$ cat config.mk
export PLATFORM = sky130hd
export DESIGN_NAME = igemm_ctrl
export DESIGN_NICKNAME = d
export VERILOG_FILES = /design/src/design/igemm_pkg.sv /design/src/design/igemm_ctrl.sv
export SDC_FILE = /design/constraint.sdc
export NUM_CORES = 1
export LEC_CHECK = 0
export ABC_AREA = 0
export BUFFER_PORTS_ARGS = -buffer_cell sky130_fd_sc_hd__buf_2
export CAP_MARGIN = 25
export CELL_PAD_IN_SITES_DETAIL_PLACEMENT = 2
export CELL_PAD_IN_SITES_GLOBAL_PLACEMENT = 2
export CORE_MARGIN = 5
export CORE_UTILIZATION = 33
export DETAILED_ROUTE_END_ITERATION = 10
export PLACE_DENSITY = 0.9
export RECOVER_POWER = 100
export SETUP_SLACK_MARGIN = 0.02
export SYNTH_ARGS = -nofsm -noshare
export SYNTH_HDL_FRONTEND = slang
export SYNTH_SLANG_ARGS = --single-unit
$ cat constraint.sdc
create_clock -name clk_i -period 6.13 [get_ports clk_i]
set_input_delay 0.9195 -clock clk_i [delete_from_list [all_inputs] [get_ports clk_i]]
set_output_delay 0.9195 -clock clk_i [all_outputs]
set_load 0.01 [all_outputs]
$ cat src/design/igemm_pkg.sv
// ----------------------------------------------------------------------------
// igemm_pkg
// Shared types and constants of the int8 gemm core with dequant, bias and relu
// ----------------------------------------------------------------------------
package igemm_pkg;

  localparam int K_MAX   = 256;
  localparam int N_MAX   = 64;
  localparam int LANES   = 8;
  localparam int NGRP    = N_MAX / LANES;
  localparam int LANE_W  = $clog2(LANES);
  localparam int GRP_W   = $clog2(NGRP);
  localparam int ROW_W   = $clog2(K_MAX);
  localparam int COL_W   = $clog2(N_MAX);
  localparam int LEN_W   = 9;
  localparam int CNT_W   = 7;
  localparam int ACC_W   = 24;
  localparam int WADDR_W = ROW_W + GRP_W;

  localparam logic [31:0]      IN_SCALE_RST = 32'd16777216;
  localparam logic [LEN_W-1:0] LEN_RST      = 9'd256;
  localparam logic [CNT_W-1:0] CNT_RST      = 7'd64;

  typedef enum logic [1:0] {
    OP_WEIGHT = 2'd0,
    OP_COLUMN = 2'd1,
    OP_ACT    = 2'd2,
    OP_NONE   = 2'd3
  } op_e;

  typedef enum logic [1:0] {
    CFG_IN_SCALE  = 2'd0,
    CFG_INNER_LEN = 2'd1,
    CFG_COL_COUNT = 2'd2,
    CFG_RELU      = 2'd3
  } cfg_e;

  typedef enum logic [2:0] {
    ST_IDLE,
    ST_MAC,
    ST_MAC_WB,
    ST_FIN_RD,
    ST_FIN_M1,
    ST_FIN_M2,
    ST_FIN_OUT
  } state_e;

  typedef struct packed {
    logic             load_wt;
    logic             load_col;
    logic             load_act;
    logic             mac_rd;
    logic [GRP_W-1:0] grp;
    logic [ROW_W-1:0] row;
    logic             fin;
    logic [COL_W-1:0] col;
    logic             fin_m1;
    logic             fin_m2;
    logic             fin_out;
    logic             clr_acc;
  } cmd_t;

  typedef struct packed {
    logic             out_free;
    logic [GRP_W-1:0] last_grp;
    logic [COL_W-1:0] last_col;
    logic [LEN_W-1:0] len_m1;
  } status_t;

endpackage

$ cat src/design/igemm_ctrl.sv
// ----------------------------------------------------------------------------
// igemm_ctrl
// Sequencer for loads, the mac sweep over column groups and the result pass
// ----------------------------------------------------------------------------
module igemm_ctrl (
  input  logic               clk_i,
  input  logic               rst_ni,
  input  logic               in_valid_i,
  input  logic [1:0]         opcode_i,
  output logic               in_ready_o,
  input  igemm_pkg::status_t st_i,
  output igemm_pkg::cmd_t    cmd_o
);

  igemm_pkg::state_e                  state_q, state_d;
  logic [igemm_pkg::GRP_W-1:0]        grp_q, grp_d;
  logic [igemm_pkg::COL_W-1:0]        col_q, col_d;
  logic [igemm_pkg::LEN_W-1:0]        ictr_q, ictr_d;
  logic [igemm_pkg::LEN_W-1:0]        row;
  logic                               row_end;
  logic                               acc;
  igemm_pkg::op_e                     op;

  assign op      = igemm_pkg::op_e'(opcode_i);
  assign acc     = (state_q == igemm_pkg::ST_IDLE) && in_valid_i;
  assign row     = (ictr_q > st_i.len_m1) ? st_i.len_m1 : ictr_q;
  assign row_end = (row == st_i.len_m1);

  // next state
  always_comb begin
    state_d = state_q;
    case (state_q)
      igemm_pkg::ST_IDLE: begin
        if (acc && op == igemm_pkg::OP_ACT) state_d = igemm_pkg::ST_MAC;
      end
      igemm_pkg::ST_MAC: begin
        if (grp_q == st_i.last_grp) state_d = igemm_pkg::ST_MAC_WB;
      end
      igemm_pkg::ST_MAC_WB: begin
        state_d = row_end ? igemm_pkg::ST_FIN_RD : igemm_pkg::ST_IDLE;
      end
      igemm_pkg::ST_FIN_RD: state_d = igemm_pkg::ST_FIN_M1;
      igemm_pkg::ST_FIN_M1: state_d = igemm_pkg::ST_FIN_M2;
      igemm_pkg::ST_FIN_M2: state_d = igemm_pkg::ST_FIN_OUT;
      igemm_pkg::ST_FIN_OUT: begin
        if (st_i.out_free) begin
          state_d = (col_q == st_i.last_col) ? igemm_pkg::ST_IDLE : igemm_pkg::ST_FIN_RD;
        end
      end
      default: state_d = igemm_pkg::ST_IDLE;
    endcase
  end

  // counters
  always_comb begin
    grp_d  = grp_q;
    col_d  = col_q;
    ictr_d = ictr_q;
    case (state_q)
      igemm_pkg::ST_IDLE: begin
        grp_d = '0;
        col_d = '0;
      end
      igemm_pkg::ST_MAC: grp_d = grp_q + 1'b1;
      igemm_pkg::ST_MAC_WB: begin
        if (!row_end) ictr_d = row + 1'b1;
      end
      igemm_pkg::ST_FIN_OUT: begin
        if (st_i.out_free) begin
          col_d = col_q + 1'b1;
          if (col_q == st_i.last_col) ictr_d = '0;
        end
      end
      default: ;
    endcase
  end

  // outputs
  always_comb begin
    cmd_o          = '0;
    in_ready_o     = (state_q == igemm_pkg::ST_IDLE);
    cmd_o.grp      = grp_q;
    cmd_o.row      = row[igemm_pkg::ROW_W-1:0];
    cmd_o.col      = col_q;
    cmd_o.load_wt  = acc && op == igemm_pkg::OP_WEIGHT;
    cmd_o.load_col = acc && op == igemm_pkg::OP_COLUMN;
    cmd_o.load_act = acc && op == igemm_pkg::OP_ACT;
    case (state_q)
      igemm_pkg::ST_MAC:    cmd_o.mac_rd = 1'b1;
      igemm_pkg::ST_FIN_RD: cmd_o.fin = 1'b1;
      igemm_pkg::ST_FIN_M1: begin
        cmd_o.fin    = 1'b1;
        cmd_o.fin_m1 = 1'b1;
      end
      igemm_pkg::ST_FIN_M2: begin
        cmd_o.fin    = 1'b1;
        cmd_o.fin_m2 = 1'b1;
      end
      igemm_pkg::ST_FIN_OUT: begin
        cmd_o.fin     = 1'b1;
        cmd_o.fin_out = st_i.out_free;
        cmd_o.clr_acc = st_i.out_free && (col_q == st_i.last_col);
      end
      default: ;
    endcase
  end

  always_ff @(posedge clk_i or negedge rst_ni) begin
    if (!rst_ni) begin
      state_q <= igemm_pkg::ST_IDLE;
      grp_q   <= '0;
      col_q   <= '0;
      ictr_q  <= '0;
    end else begin
      state_q <= state_d;
      grp_q   <= grp_d;
      col_q   <= col_d;
      ictr_q  <= ictr_d;
    end
  end

`ifndef SYNTHESIS
  a_grp_range: assert property (@(posedge clk_i) disable iff (!rst_ni)
    state_q == igemm_pkg::ST_MAC |-> grp_q <= st_i.last_grp)
    else $error("mac group beyond active columns");
  a_col_range: assert property (@(posedge clk_i) disable iff (!rst_ni)
    cmd_o.fin |-> col_q <= st_i.last_col)
    else $error("result column beyond active columns");
  a_out_free: assert property (@(posedge clk_i) disable iff (!rst_ni)
    cmd_o.fin_out |-> st_i.out_free)
    else $error("result loaded into a full output register");
  a_row_clr: assert property (@(posedge clk_i) disable iff (!rst_ni)
    cmd_o.clr_acc |=> ictr_q == '0)
    else $error("inner counter not cleared at row end");
`endif

endmodule

==> summary.txt, run 1 <==
Outcome
  – Status: complete, no violations

STA
  – Final setup vio count: 0
  – Worst setup margin: roughly 1500 ps
  – Min Hold Slack: about 560 ps
  – Relative slew slack: 0.2148
  – Period utilization: 0.7529
  – Skew final: 1.577 ps
  – RSZ-0062 raised after global routing: no
  – Final Hold Viols: 0
  – Post-Route Setup TNS: 0 ps
  – Max-slew violation count: 0
  – Pin slew with the least headroom to its limit: 1178 ps
  – Maximum clock rate: about 220 MHz
  – Tmin final: roughly 4600 ps

Place
  – Worst slack, placed: about 2000 ps
  – I/O Buffers: 50
  – DP Area: ~0.0022 mm2
  – HPWL after DPL: 4.763 mm
  – Dpl cells: between 300 and 400
  – Final GP Congestion: about 0.77

Synth
  – #FFs+latches synth: 21
  – Mapped Nets: approximately 260
  – Mean Syn Cell Area: ~8.3 um2
  – Cells after Synth: around 230
  – Distinct cells, synth: between 50 and 60
  – Dominant cell type by area after synthesis: dfrtp_1
  – Ys async rst share: 1.000
  – Yosys warns: 0
  – Sequential fraction of the synthesis area: 0.2791
  – Post-synth EDFFs: 0
  – Top post-synthesis cells by count: nand2_1 (33), dfrtp_1 (21), o21ai_0 (17), xor2_1 (17), nand3_1 (14)
  – Top post-synthesis cells by area: dfrtp_1 (28%), ha_1 (8.0%), xor2_1 (7.9%)
  – Primary FF master, synth: dfrtp_1
  – Synth top area share: 0.2791
  – Top-count cell post-synth: nand2_1
  – Netlist Area Pre-Place: 0.001883 mm2

Job
  – Max Cap Viol: 0

Route
  – Routed vias: 1856
  – # DRC: 0
  – Detailed Route WL: slightly below 6 mm
  – DR pass1 iterations: 3
  – Avg WL per Cell: about 17 um
  – DRT iter0 DRCs: 39
  – DR vias/cell: between 5 and 6
  – Post-route ant nets: 0

Critical path
  – R2R Setup Slk: approximately 2100 ps
  – Arrival time at the worst endpoint: ~3700 ps
  – Critical path class: input port to primary output
  – Crit path largest cell delay: a little over 800 ps
  – Critical Path Start Type: input port
  – Crit path max-delay family: compound AO/OA/AOI/OAI gates
  – CP max-delay cell: o31a_1
  – Worst reg2reg startpoint: ictr_q[3]
  – Crit Reg-Reg Endpoint: ictr_q[8]
  – Crit-path cells: clkbuf_1, inv_1, ha_1, a21oi_1, nand2_1, a211oi_1, o31a_1, mux2_1, buf_2
  – Crit path max fanout: 22
  – R2R cell count: 14
  – WP data required: approximately 5200 ps
  – CP bufs+invs: 3
  – Crit end category: primary output

Finish
  – Final cell count without fillers: 345
  – Area occupied by registers: between 500 and 600 um2
  – Final instance area: 0.002161 mm2
  – Antenna Cells: 0
  – Area occupied by multi-input gates: between 0.001 and 0.0015 mm2
  – Util after Layout: 0.3900
  – Fill count: 673
  – Final #Nets: 310
  – Share of layout cells above drive strength 1: 0.1319
  – Area Growth Syn to Fin: 14.75%

Die
  – Core area: approximately 0.0055 mm2
  – FP Rows: 27
  – Initial core utilization: 0.3399
  – DIE HEIGHT: roughly 86 um
  – Die width: between 80 and 90 um
  – Die ar.: 0.007317 mm2
  – IO Pins: just over 50

Global route
  – Vias in the first global route: about 2100
  – Largest net degree at the start of global routing: 23
  – Global-route total usage across every layer: 0.1666
  – GRT overflow: 0
  – Initial antenna violation count: 0
  – First-pass GRT wire length: about 10 mm

CTS
  – Num CTS Buffers: 3
  – Clock root cell: clkbuf_8
  – CTS tree: built
  – H-tree Lvls: 1
  – Clock sinks: 21
  – Hold Buf Count CTS: 0
  – Skew-Pair Late Insertion Delay: 260 ps
  – Post-CTS setup buffer count: 0
  – CTS resizes: 0
  – Clock tree buffer depth: 2
  – Clock-pin slew on the worst setup and hold paths: roughly 80 ps

Pwr
  – Combinational share of power: 0.537
  – Internal: 0.3961 mW
  – Tot Pwr: about 0.80 mW
  – Clock power frac: 0.115
  – Sequential fraction of design power: 0.347
  – VDD IR max: approximately 0.14 mV
  – Switch share: 0.5054
  – Switch Pwr: about 0.40 mW
  – Cell Pwr Density: approximately 370 mW/mm2
  – P_leak: between 1 and 1.5 nW

Worst hold path
  – Hold Path Stages: 1
  – Hold Path Class: register to register
  – HP Start: ictr_q[8]
  – Hold endpoint: ictr_q[8]
cell type report:
class	count	share of cell area
multi-input cells	185	0.5721
well taps	72	0.04169
flip-flops and latches	21	0.2432
repair buffers	50	0.09959
inverters	13	0.02258
clock buffers	4	0.02085
per-layer routing:
| layer | vias up | part of all wire | GRT usage |
|---|---|---|---|
| li1 | 895 | - | - |
| met2 | 44 | 0.50 | 0.3058 |
| met3 | 6 | 0.036 | 0.02209 |
| met1 | 911 | 0.45 | 0.2075 |
| met5 | - | 0 | 0 |
| met4 | 0 | 0.0099 | 0.03309 |
logic make-up after synthesis:
kind of cell,count (synthesis),synth area share
and+or+nand+nor,99,0.2824
AOI/OAI and AO/OA,45,0.1661
xor gates and xnor gates,24,0.1116
buffers and inverters,22,0.05050
DFF,21,0.2791
adders and majority gates,12,0.07973
muxes,5,0.03056
placed cells by master, fill, tap and decap left out, types with 2 or more instances in the layout:
| master | count |
|---|---|
| nand2_1 | 35 |
| clkbuf_1 | 29 |
| buf_2 | 22 |
| dfrtp_1 | 21 |
| o21ai_0 | 17 |
| xor2_1 | 17 |
| nand3_1 | 14 |
| inv_1 | 13 |
| nor2_1 | 13 |
| ha_1 | 12 |
| xnor2_1 | 7 |
| nor3_1 | 6 |
| nor3b_1 | 4 |
| nand4_1 | 4 |
| o21bai_1 | 4 |
| a21oi_1 | 3 |
| and3_1 | 3 |
| o31ai_1 | 3 |
| clkbuf_8 | 3 |
| nand4_2 | 2 |
| or2_1 | 2 |
| mux2_1 | 2 |
| or3_1 | 2 |
| or2_2 | 2 |
| and2_0 | 2 |
| mux2i_1 | 2 |
| a31oi_1 | 2 |
| a21o_1 | 2 |
| nor4b_1 | 2 |
| o211ai_1 | 2 |
power groups by stage:
stage               clock network, mW  registers, mW  logic (mW)
floorplan                           0          0.227       0.353
global placement                    0          0.276       0.440
detailed placement                  0          0.282       0.463
CTS                            0.0949          0.279       0.465
global route                    0.104          0.290       0.484
finish                         0.0925          0.278       0.430
how the worst max path moves through the flow:
stage	startpoint	to	slack [ps]	cells after the start
global route	st_i[3]	ictr_q[8]	1320	16
finish	st_i[3]	cmd_o[13]	1510	9
floorplan	st_i[4]	ictr_q[8]	2370	16
CTS	st_i[3]	cmd_o[11]	2020	9
global placement	st_i[6]	cmd_o[11]	2120	9
detailed placement	st_i[3]	ictr_q[8]	1970	15
state kept, by name (all words and copies together), names as in the netlist:
| register | flops |
|---|---|
| ictr_q | 9 |
| state_q | 3 |
| col_q | 6 |
| grp_q | 3 |
Power figures use the tool's default switching activity.
==> run 2: changes to the inputs <==
--- a/config.mk
+++ b/config.mk
@@ -5,15 +5,15 @@
 export SDC_FILE = /design/constraint.sdc
 export NUM_CORES = 1
 export LEC_CHECK = 0
-export ABC_AREA = 0
+export ABC_AREA = 1
 export BUFFER_PORTS_ARGS = -buffer_cell sky130_fd_sc_hd__buf_2
 export CAP_MARGIN = 25
 export CELL_PAD_IN_SITES_DETAIL_PLACEMENT = 2
 export CELL_PAD_IN_SITES_GLOBAL_PLACEMENT = 2
 export CORE_MARGIN = 5
-export CORE_UTILIZATION = 33
+export CORE_UTILIZATION = 25
 export DETAILED_ROUTE_END_ITERATION = 10
-export PLACE_DENSITY = 0.9
+export PLACE_DENSITY = 0.8
 export RECOVER_POWER = 100
 export SETUP_SLACK_MARGIN = 0.02
 export SYNTH_ARGS = -nofsm -noshare
==> constraint.sdc (replaced) <==
create_clock -name clk_i -period 3.8 [get_ports clk_i]
set_input_delay 0.57 -clock clk_i [delete_from_list [all_inputs] [get_ports clk_i]]
set_output_delay 0.57 -clock clk_i [all_outputs]
set_load 0.01 [all_outputs]
==> run 2 against run 1 <==
Sequential share of layout area down 1.4 points. Setup slack worse by 670 ps. Cell count up 30%. Routed wire length up 13%.
==> summary.txt, run 2 <==
STA
  – RSZ-0062 raised after global routing: no
  – Post-Route Setup TNS: 0 ps (unchanged)
  – Max-slew violation count: 0 (unchanged)
  – Final Hold Viols: 0 (unchanged)
  – Relative slew slack: 0.1306 (-0.08419)
  – Tmin final: ~3000 ps
  – Skew final: 8.083 ps (+6.506 ps)
  – Period utilization: 0.7775
  – Final setup vio count: 0 (unchanged)
  – Pin slew with the least headroom to its limit: 1304 ps (+126.3 ps)
  – Maximum clock rate: between 300 and 400 MHz

Synth
  – Ys async rst share: 1.000 (unchanged)
  – Sequential fraction of the synthesis area: 0.2703 (-0.008799)
  – Mean Syn Cell Area: 6.569 um2 (-20%)
  – Netlist Area Pre-Place: 0.001944 mm2 (+3.3%)
  – Top-count cell post-synth: nand2_1
  – Synth top area share: 0.2703 (-0.008799)
  – Primary FF master, synth: dfrtp_1
  – Dominant cell type by area after synthesis: dfrtp_1
  – Yosys warns: 0 (unchanged)
  – Post-synth EDFFs: 0 (unchanged)
  – Top post-synthesis cells by area: dfrtp_1 (27%), nand2_1 (19%), nand3_1 (8.5%)
  – Top post-synthesis cells by count: nand2_1 (98), inv_1 (36), nand3_1 (33), nor2_1 (31), dfrtp_1 (21)
  – #FFs+latches synth: 21 (unchanged)
  – Mapped Nets: 332 (+26%)
  – Distinct cells, synth: 32 (-41%)
  – Cells after Synth: 296 (+30%)

Die
  – Core area: 0.007647 mm2 (+38%)
  – Die width: 98.19 um (+15%)
  – Initial core utilization: 0.2543 (-0.08563)
  – FP Rows: 32 (+19%)
  – Die ar.: 0.009641 mm2 (+32%)
  – IO Pins: 51 (unchanged)
  – DIE HEIGHT: 98.19 um (+15%)

Finish
  – Final #Nets: 385 (+24%)
  – Fill count: 979 (+45%)
  – Share of layout cells above drive strength 1: 0.1121 (-0.01980)
  – Largest register by flop count: ictr_q
  – Commonest cells after routing, fill and taps aside: nand2_1 (102), inv_1 (36), nand3_1 (33)
  – Area occupied by multi-input gates: 0.001235 mm2 (-0.10%)
  – Area occupied by registers: 525.5 um2 (unchanged)
  – Antenna Cells: 0 (unchanged)
  – Max reg flops: 9 (unchanged)
  – Area Growth Syn to Fin: 17.83%
  – Largest regs: ictr_q x9, col_q x6
  – Commonest non-fill, non-tap cell in the layout: nand2_1

Outcome
  – Status: complete, no violations

Critical path
  – Crit Reg-Reg Endpoint: ictr_q[8]
  – Arrival time at the worst endpoint: 3160 ps (-540 ps)
  – R2R cell count: 16 (+2)
  – Critical path class: input port to register
  – CP startpoint: st_i[4]
  – Worst reg2reg startpoint: ictr_q[4]
  – Critical Path Start Type: input port
  – CP Capture Point: ictr_q[8]
  – WP data required: 4010 ps (-1200 ps)
  – Crit path max fanout: 26 (+18%)
  – R2R Setup Slk: 860 ps (-1220 ps)
  – Crit end category: register

Route
  – DRT iter0 DRCs: 50 (+28%)
  – Routed vias: 2105 (+13%)
  – # DRC: 0 (unchanged)
  – Post-route ant nets: 0 (unchanged)
  – Wl on met1: 2.938 mm (+12%)
  – Detailed Route WL: 6.616 mm (+13%)
  – WL met2: 3.281 mm (+12%)
  – DR pass1 iterations: 4 (+1)
  – Avg WL per Cell: 14.70 um (-13%)
  – Metal3 WL: 324 um (+53%)
  – DR vias/cell: 4.678 (-13%)
  – Top Metal Used: met4

Global route
  – Largest net degree at the start of global routing: 27 (+17%)
  – Global-route total usage across every layer: 0.1435 (-0.02313)
  – Initial antenna violation count: 0 (unchanged)
  – GRT overflow: 0 (unchanged)
  – First-pass GRT wire length: 11.33 mm (+13%)
  – Vias in the first global route: 2380 (+13%)

Job
  – Max Cap Viol: 0 (unchanged)

CTS
  – H-tree Lvls: 1 (unchanged)
  – Clock tree buffer depth: 2 (unchanged)
  – CTS tree: built
  – Clock-pin slew on the worst setup and hold paths: 90 ps (about the same)
  – Clock root cell: clkbuf_8
  – Skew-Pair Late Insertion Delay: 270 ps (about the same)
  – Hold Buf Count CTS: 0 (unchanged)
  – Num CTS Buffers: 3 (unchanged)
  – Clock sinks: 21 (unchanged)
  – Post-CTS setup buffer count: 0 (unchanged)
  – CTS resizes: 0 (unchanged)

Worst hold path
  – Hold Path Class: register to register

Pwr
  – P_leak: 1.184 nW (+17%)
  – Cell Pwr Density: 623.0 mW/mm2 (+68%)
  – Tot Pwr: 1.427 mW (+78%)
  – VDD IR max: 0.1774 mV (+27%)

Place
  – I/O Buffers: 50 (unchanged)
  – HPWL after DPL: 5.579 mm (+17%)
  – Final GP Congestion: 0.7984 (+4.1%)
run 2: cell type report:
| cell class | instances | area share |
|---|---|---|
| clock buffer | 3 | 0.01802 |
| clock inverter | 1 | 0.002185 |
| inverter | 36 | 0.05898 |
| multi-input combinational | 236 | 0.5390 |
| sequential | 21 | 0.2294 |
| tap | 102 | 0.05571 |
| timing repair buffer | 51 | 0.09667 |
run 2: critical path, stage by stage:
cell and delay, ps:
buf_2 110, inv_1 60, ha_1 300, nand2_1 140, inv_1 50, nand2_1 60, nand2_1 60, nand2_1 100
nand3_4 130, nand2_4 250, nand2_1 130, nand3_1 110, nand3_1 70, nor2_1 250, nand2_1 240, nand2_1 330
nand2_1 100, nand2_1 80
run 2: report_power, final:
part           total [mW]  internal, mW  leakage, nW  switching (mW)
Sequential          0.377         0.292        0.281          0.0852
Clock               0.157        0.0734       0.0255          0.0833
Combinational       0.893         0.288        0.878           0.605
Total                1.43         0.654         1.18           0.773
run 2: cells by family after synthesis:
family	after synthesis	share of synthesized area
AO/OA/AOI/OAI	19	0.05986
flip-flops	21	0.2703
AND/OR/NAND/NOR	194	0.4620
adder cells (fa/ha/maj)	12	0.07722
XOR/XNOR	11	0.04955
buffers and inverters	39	0.08108
run 2: how the worst min path moves through the flow:
stage | endpoint | startpoint | cells after the start
after floorplan | col_q[0] | rst_ni | 0
after global placement | ictr_q[0] | ictr_q[0] | 2
after detailed placement | ictr_q[0] | ictr_q[0] | 2
after CTS | state_q[2] | rst_ni | 1
after global routing | ictr_q[0] | ictr_q[0] | 2
final | ictr_q[0] | ictr_q[0] | 2
run 2: layer usage:
layer  vias up  GRT usage
met5         -          0
met4         0    0.03466
met3         5    0.02714
li1       1046          -
met2        45     0.2665
met1      1009     0.1692
run 2: metrics by stage:
| step | worst slack (ps) | util | cells | hold slack, ps | cell area (um2) |
|---|---|---|---|---|---|
| 4_1_cts | 833.1 | 0.3078 | 450 | 280.4 | 2354 |
| 5_1_grt | 427.1 | 0.2996 | 450 | 550.2 | 2291 |
| 2_1_floorplan | 1173 | - | 296 | 274.4 | 1944 |
| 3_5_place_dp | 719.9 | 0.3017 | 446 | 513.3 | 2307 |
| 3_3_place_gp | 848.3 | 0.3017 | 446 | 491.1 | 2307 |
| 6_report | 845.4 | 0.2996 | 450 | 535.2 | 2291 |
==> run 3: changes to the inputs <==
==> constraint.sdc (replaced) <==
create_clock -name clk_i -period 2.48 [get_ports clk_i]
set_input_delay 0.372 -clock clk_i [delete_from_list [all_inputs] [get_ports clk_i]]
set_output_delay 0.372 -clock clk_i [all_outputs]
set_load 0.01 [all_outputs]
==> run 3 against run 2 <==
The run now ends with setup timing left. Sequential power increased by 51%. Sequential share of layout area decreased by 5.3 points. Cell count increased by 10%. Register-to-register slack got worse by 890 ps. Global-route usage increased by 1.8 points. Core utilization increased by 9.2 points. Clock power increased by 50%. Flip-flop and latch count unchanged. Routed wire length increased by 26%. Power increased by 110%. Clock skew decreased by 6.4 ps. First-iteration DRC count increased by 8.0%.
==> summary.txt, run 3 (synthesis results as in run 2) <==
STA
  – Maximum clock rate: 398.0 MHz
  – Worst setup margin: -32.74 ps (-878.1 ps)
  – Tmin final: around 2500 ps
  – Period utilization: 1.013
  – Max-slew violation count: 0 (unchanged)
  – Post-Route Setup TNS: -91.45 ps (-91.45 ps)
  – Pin slew with the least headroom to its limit: 1258 ps (-46.36 ps)
  – Min Hold Slack: 356.8 ps (-178.5 ps)
  – RSZ-0062 raised after global routing: yes
  – Skew final: 1.667 ps (-6.416 ps)
  – Relative slew slack: 0.1615 (+0.03091)
  – Final Hold Viols: 0 (unchanged)
  – Final setup vio count: 5 (+5)

Route
  – WL met2: 4.397 mm (+34%)
  – DRT iter0 DRCs: 54 (+8.0%)
  – Top Metal Used: met4
  – Routed vias: 2346 (+11%)
  – Metal3 WL: 309 um (-4.6%)
  – Detailed Route WL: 8.315 mm (+26%)
  – Wl on met1: 3.529 mm (+20%)
  – DR pass1 iterations: 4 (unchanged)
  – DR vias/cell: 4.720 (+0.91%)
  – Post-route ant nets: 0 (unchanged)
  – Avg WL per Cell: 16.73 um (+14%)
  – # DRC: 0 (unchanged)

Finish
  – Fill count: 937 (-4.3%)
  – Antenna Cells: 0 (unchanged)
  – Commonest non-fill, non-tap cell in the layout: nand2_1
  – Final instance area: 0.002992 mm2 (+31%)
  – Share of layout cells above drive strength 1: 0.3494 (+0.2373)
  – Final cell count without fillers: 497 (+10%)
  – Max reg flops: 9 (unchanged)
  – Final #Nets: 432 (+12%)
  – Area Growth Syn to Fin: 53.86%
  – Largest register by flop count: ictr_q
  – Commonest cells after routing, fill and taps aside: nand2_1 (80), buf_4 (44), inv_1 (35)
  – Util after Layout: 0.3912 (+0.09162)
  – Largest regs: ictr_q x9, col_q x6

Outcome
  – Violated checks: setup timing
  – Status: complete, but fails checks

Critical path
  – Crit path max-delay family: simple AND/OR/NAND/NOR gates
  – Arrival time at the worst endpoint: 2680 ps (-480 ps)
  – CP max-delay cell: dfrtp_2
  – Crit path largest cell delay: 450 ps (+120 ps)
  – CP bufs+invs: 5 (+2)
  – Crit path max fanout: 4 (-85%)
  – R2R cell count: 18 (+2)
  – Worst path most repeated cell: nand2_1
  – Crit end category: register
  – Crit-path cells: ha_4, nand2_4, inv_2, nand2_1, nand2_1, nand2_2, nand3_4, buf_4, buf_4, nand3_1, nand2_2, buf_4, buf_4, o21bai_1, nand2_1, nor2_1, nand2_1, nand2_1
  – Critical Path Start Type: register
  – Worst path depth: 18 (unchanged)
  – WP data required: 2640 ps (-1370 ps)
  – Critical path class: register to register

CTS
  – H-tree Lvls: 1 (unchanged)
  – Num CTS Buffers: 3 (unchanged)
  – Clock tree buffer depth: 2 (unchanged)
  – Clock sinks: 21 (unchanged)
  – CTS tree: built
  – Skew-Pair Late Insertion Delay: 260 ps (about the same)
  – Clock-pin slew on the worst setup and hold paths: 80 ps (about the same)
  – Clock root cell: clkbuf_8

Global route
  – Global-route total usage across every layer: 0.1618 (+0.01837)
  – Vias in the first global route: 2604 (+9.4%)
  – Largest net degree at the start of global routing: 22 (-19%)
  – GRT overflow: 0 (unchanged)
  – Initial antenna violation count: 0 (unchanged)
  – First-pass GRT wire length: 12.77 mm (+13%)

Die
  – Die ar.: 0.009641 mm2 (unchanged)
  – Die width: 98.19 um (unchanged)
  – Initial core utilization: 0.2543 (unchanged)
  – FP Rows: 32 (unchanged)
  – Core area: 0.007647 mm2 (unchanged)
  – IO Pins: 51 (unchanged)
  – DIE HEIGHT: 98.19 um (unchanged)

Job
  – Max Cap Viol: 0 (unchanged)

Worst hold path
  – Hold Path Class: input port to async pin

Pwr
  – Cell Pwr Density: 993.0 mW/mm2 (+59%)
  – P_leak: 1.524 nW (+29%)
  – VDD IR max: 0.4328 mV (+140%)
  – Tot Pwr: 2.971 mW (+110%)

Place
  – Final GP Congestion: 0.8176 (+2.4%)
  – DP Area: 0.002575 mm2 (+12%)
  – I/O Buffers: 50 (unchanged)
  – HPWL after DPL: 6.088 mm (+9.1%)
  – Worst slack, placed: -267.0 ps (-987.0 ps)
  – Dpl cells: 480 (+7.6%)
==> run 3: power breakdown <==
part / internal (mW) / total [mW] / switching (mW)
Clock: 0.115 / 0.235 / 0.120
Sequential: 0.449 / 0.568 / 0.119
Combinational: 0.918 / 2.17 / 1.25
Total: 1.48 / 2.97 / 1.49
==> run 3: layer usage <==
layer,global-route usage,up-vias
li1,-,1142
met1,0.1927,1134
met2,0.3031,62
met3,0.02500,8
met4,0.03782,0
met5,0,-
==> run 3: final cells by class <==
| cell class | count | area (um2) | share of cell area |
|---|---|---|---|
| multi-input cells | 237 | 1546 | 0.5169 |
| repair buffers | 97 | 610.6 | 0.2041 |
| flip-flops and latches | 21 | 526.8 | 0.1761 |
| inverters | 36 | 135.1 | 0.04517 |
| well taps | 102 | 127.6 | 0.04266 |
| clock buffers | 4 | 45.04 | 0.01506 |
==> run 3: what timing repair did <==
| item | in CTS | in global routing |
|---|---|---|
| setup buffers | 6 | 6 |
| setup endpoints to repair | 17 | 19 |
| pin swaps | 12 | 26 |
| resized for setup | 26 | 35 |
| hold buffers | 0 | 0 |
| cloned | 1 | 0 |
==> run 3: worst paths after layout <==
kind                            startpoint         end  slack, ps
worst max register to register   ictr_q[4]   ictr_q[5]        -30
worst min register to register   ictr_q[0]   ictr_q[0]        520
max in group asynchronous           rst_ni   ictr_q[4]       1300
min in group clk_i                st_i[18]  state_q[2]        450
worst max-delay path             ictr_q[4]   ictr_q[5]        -30
worst min-delay path                rst_ni    grp_q[1]        360
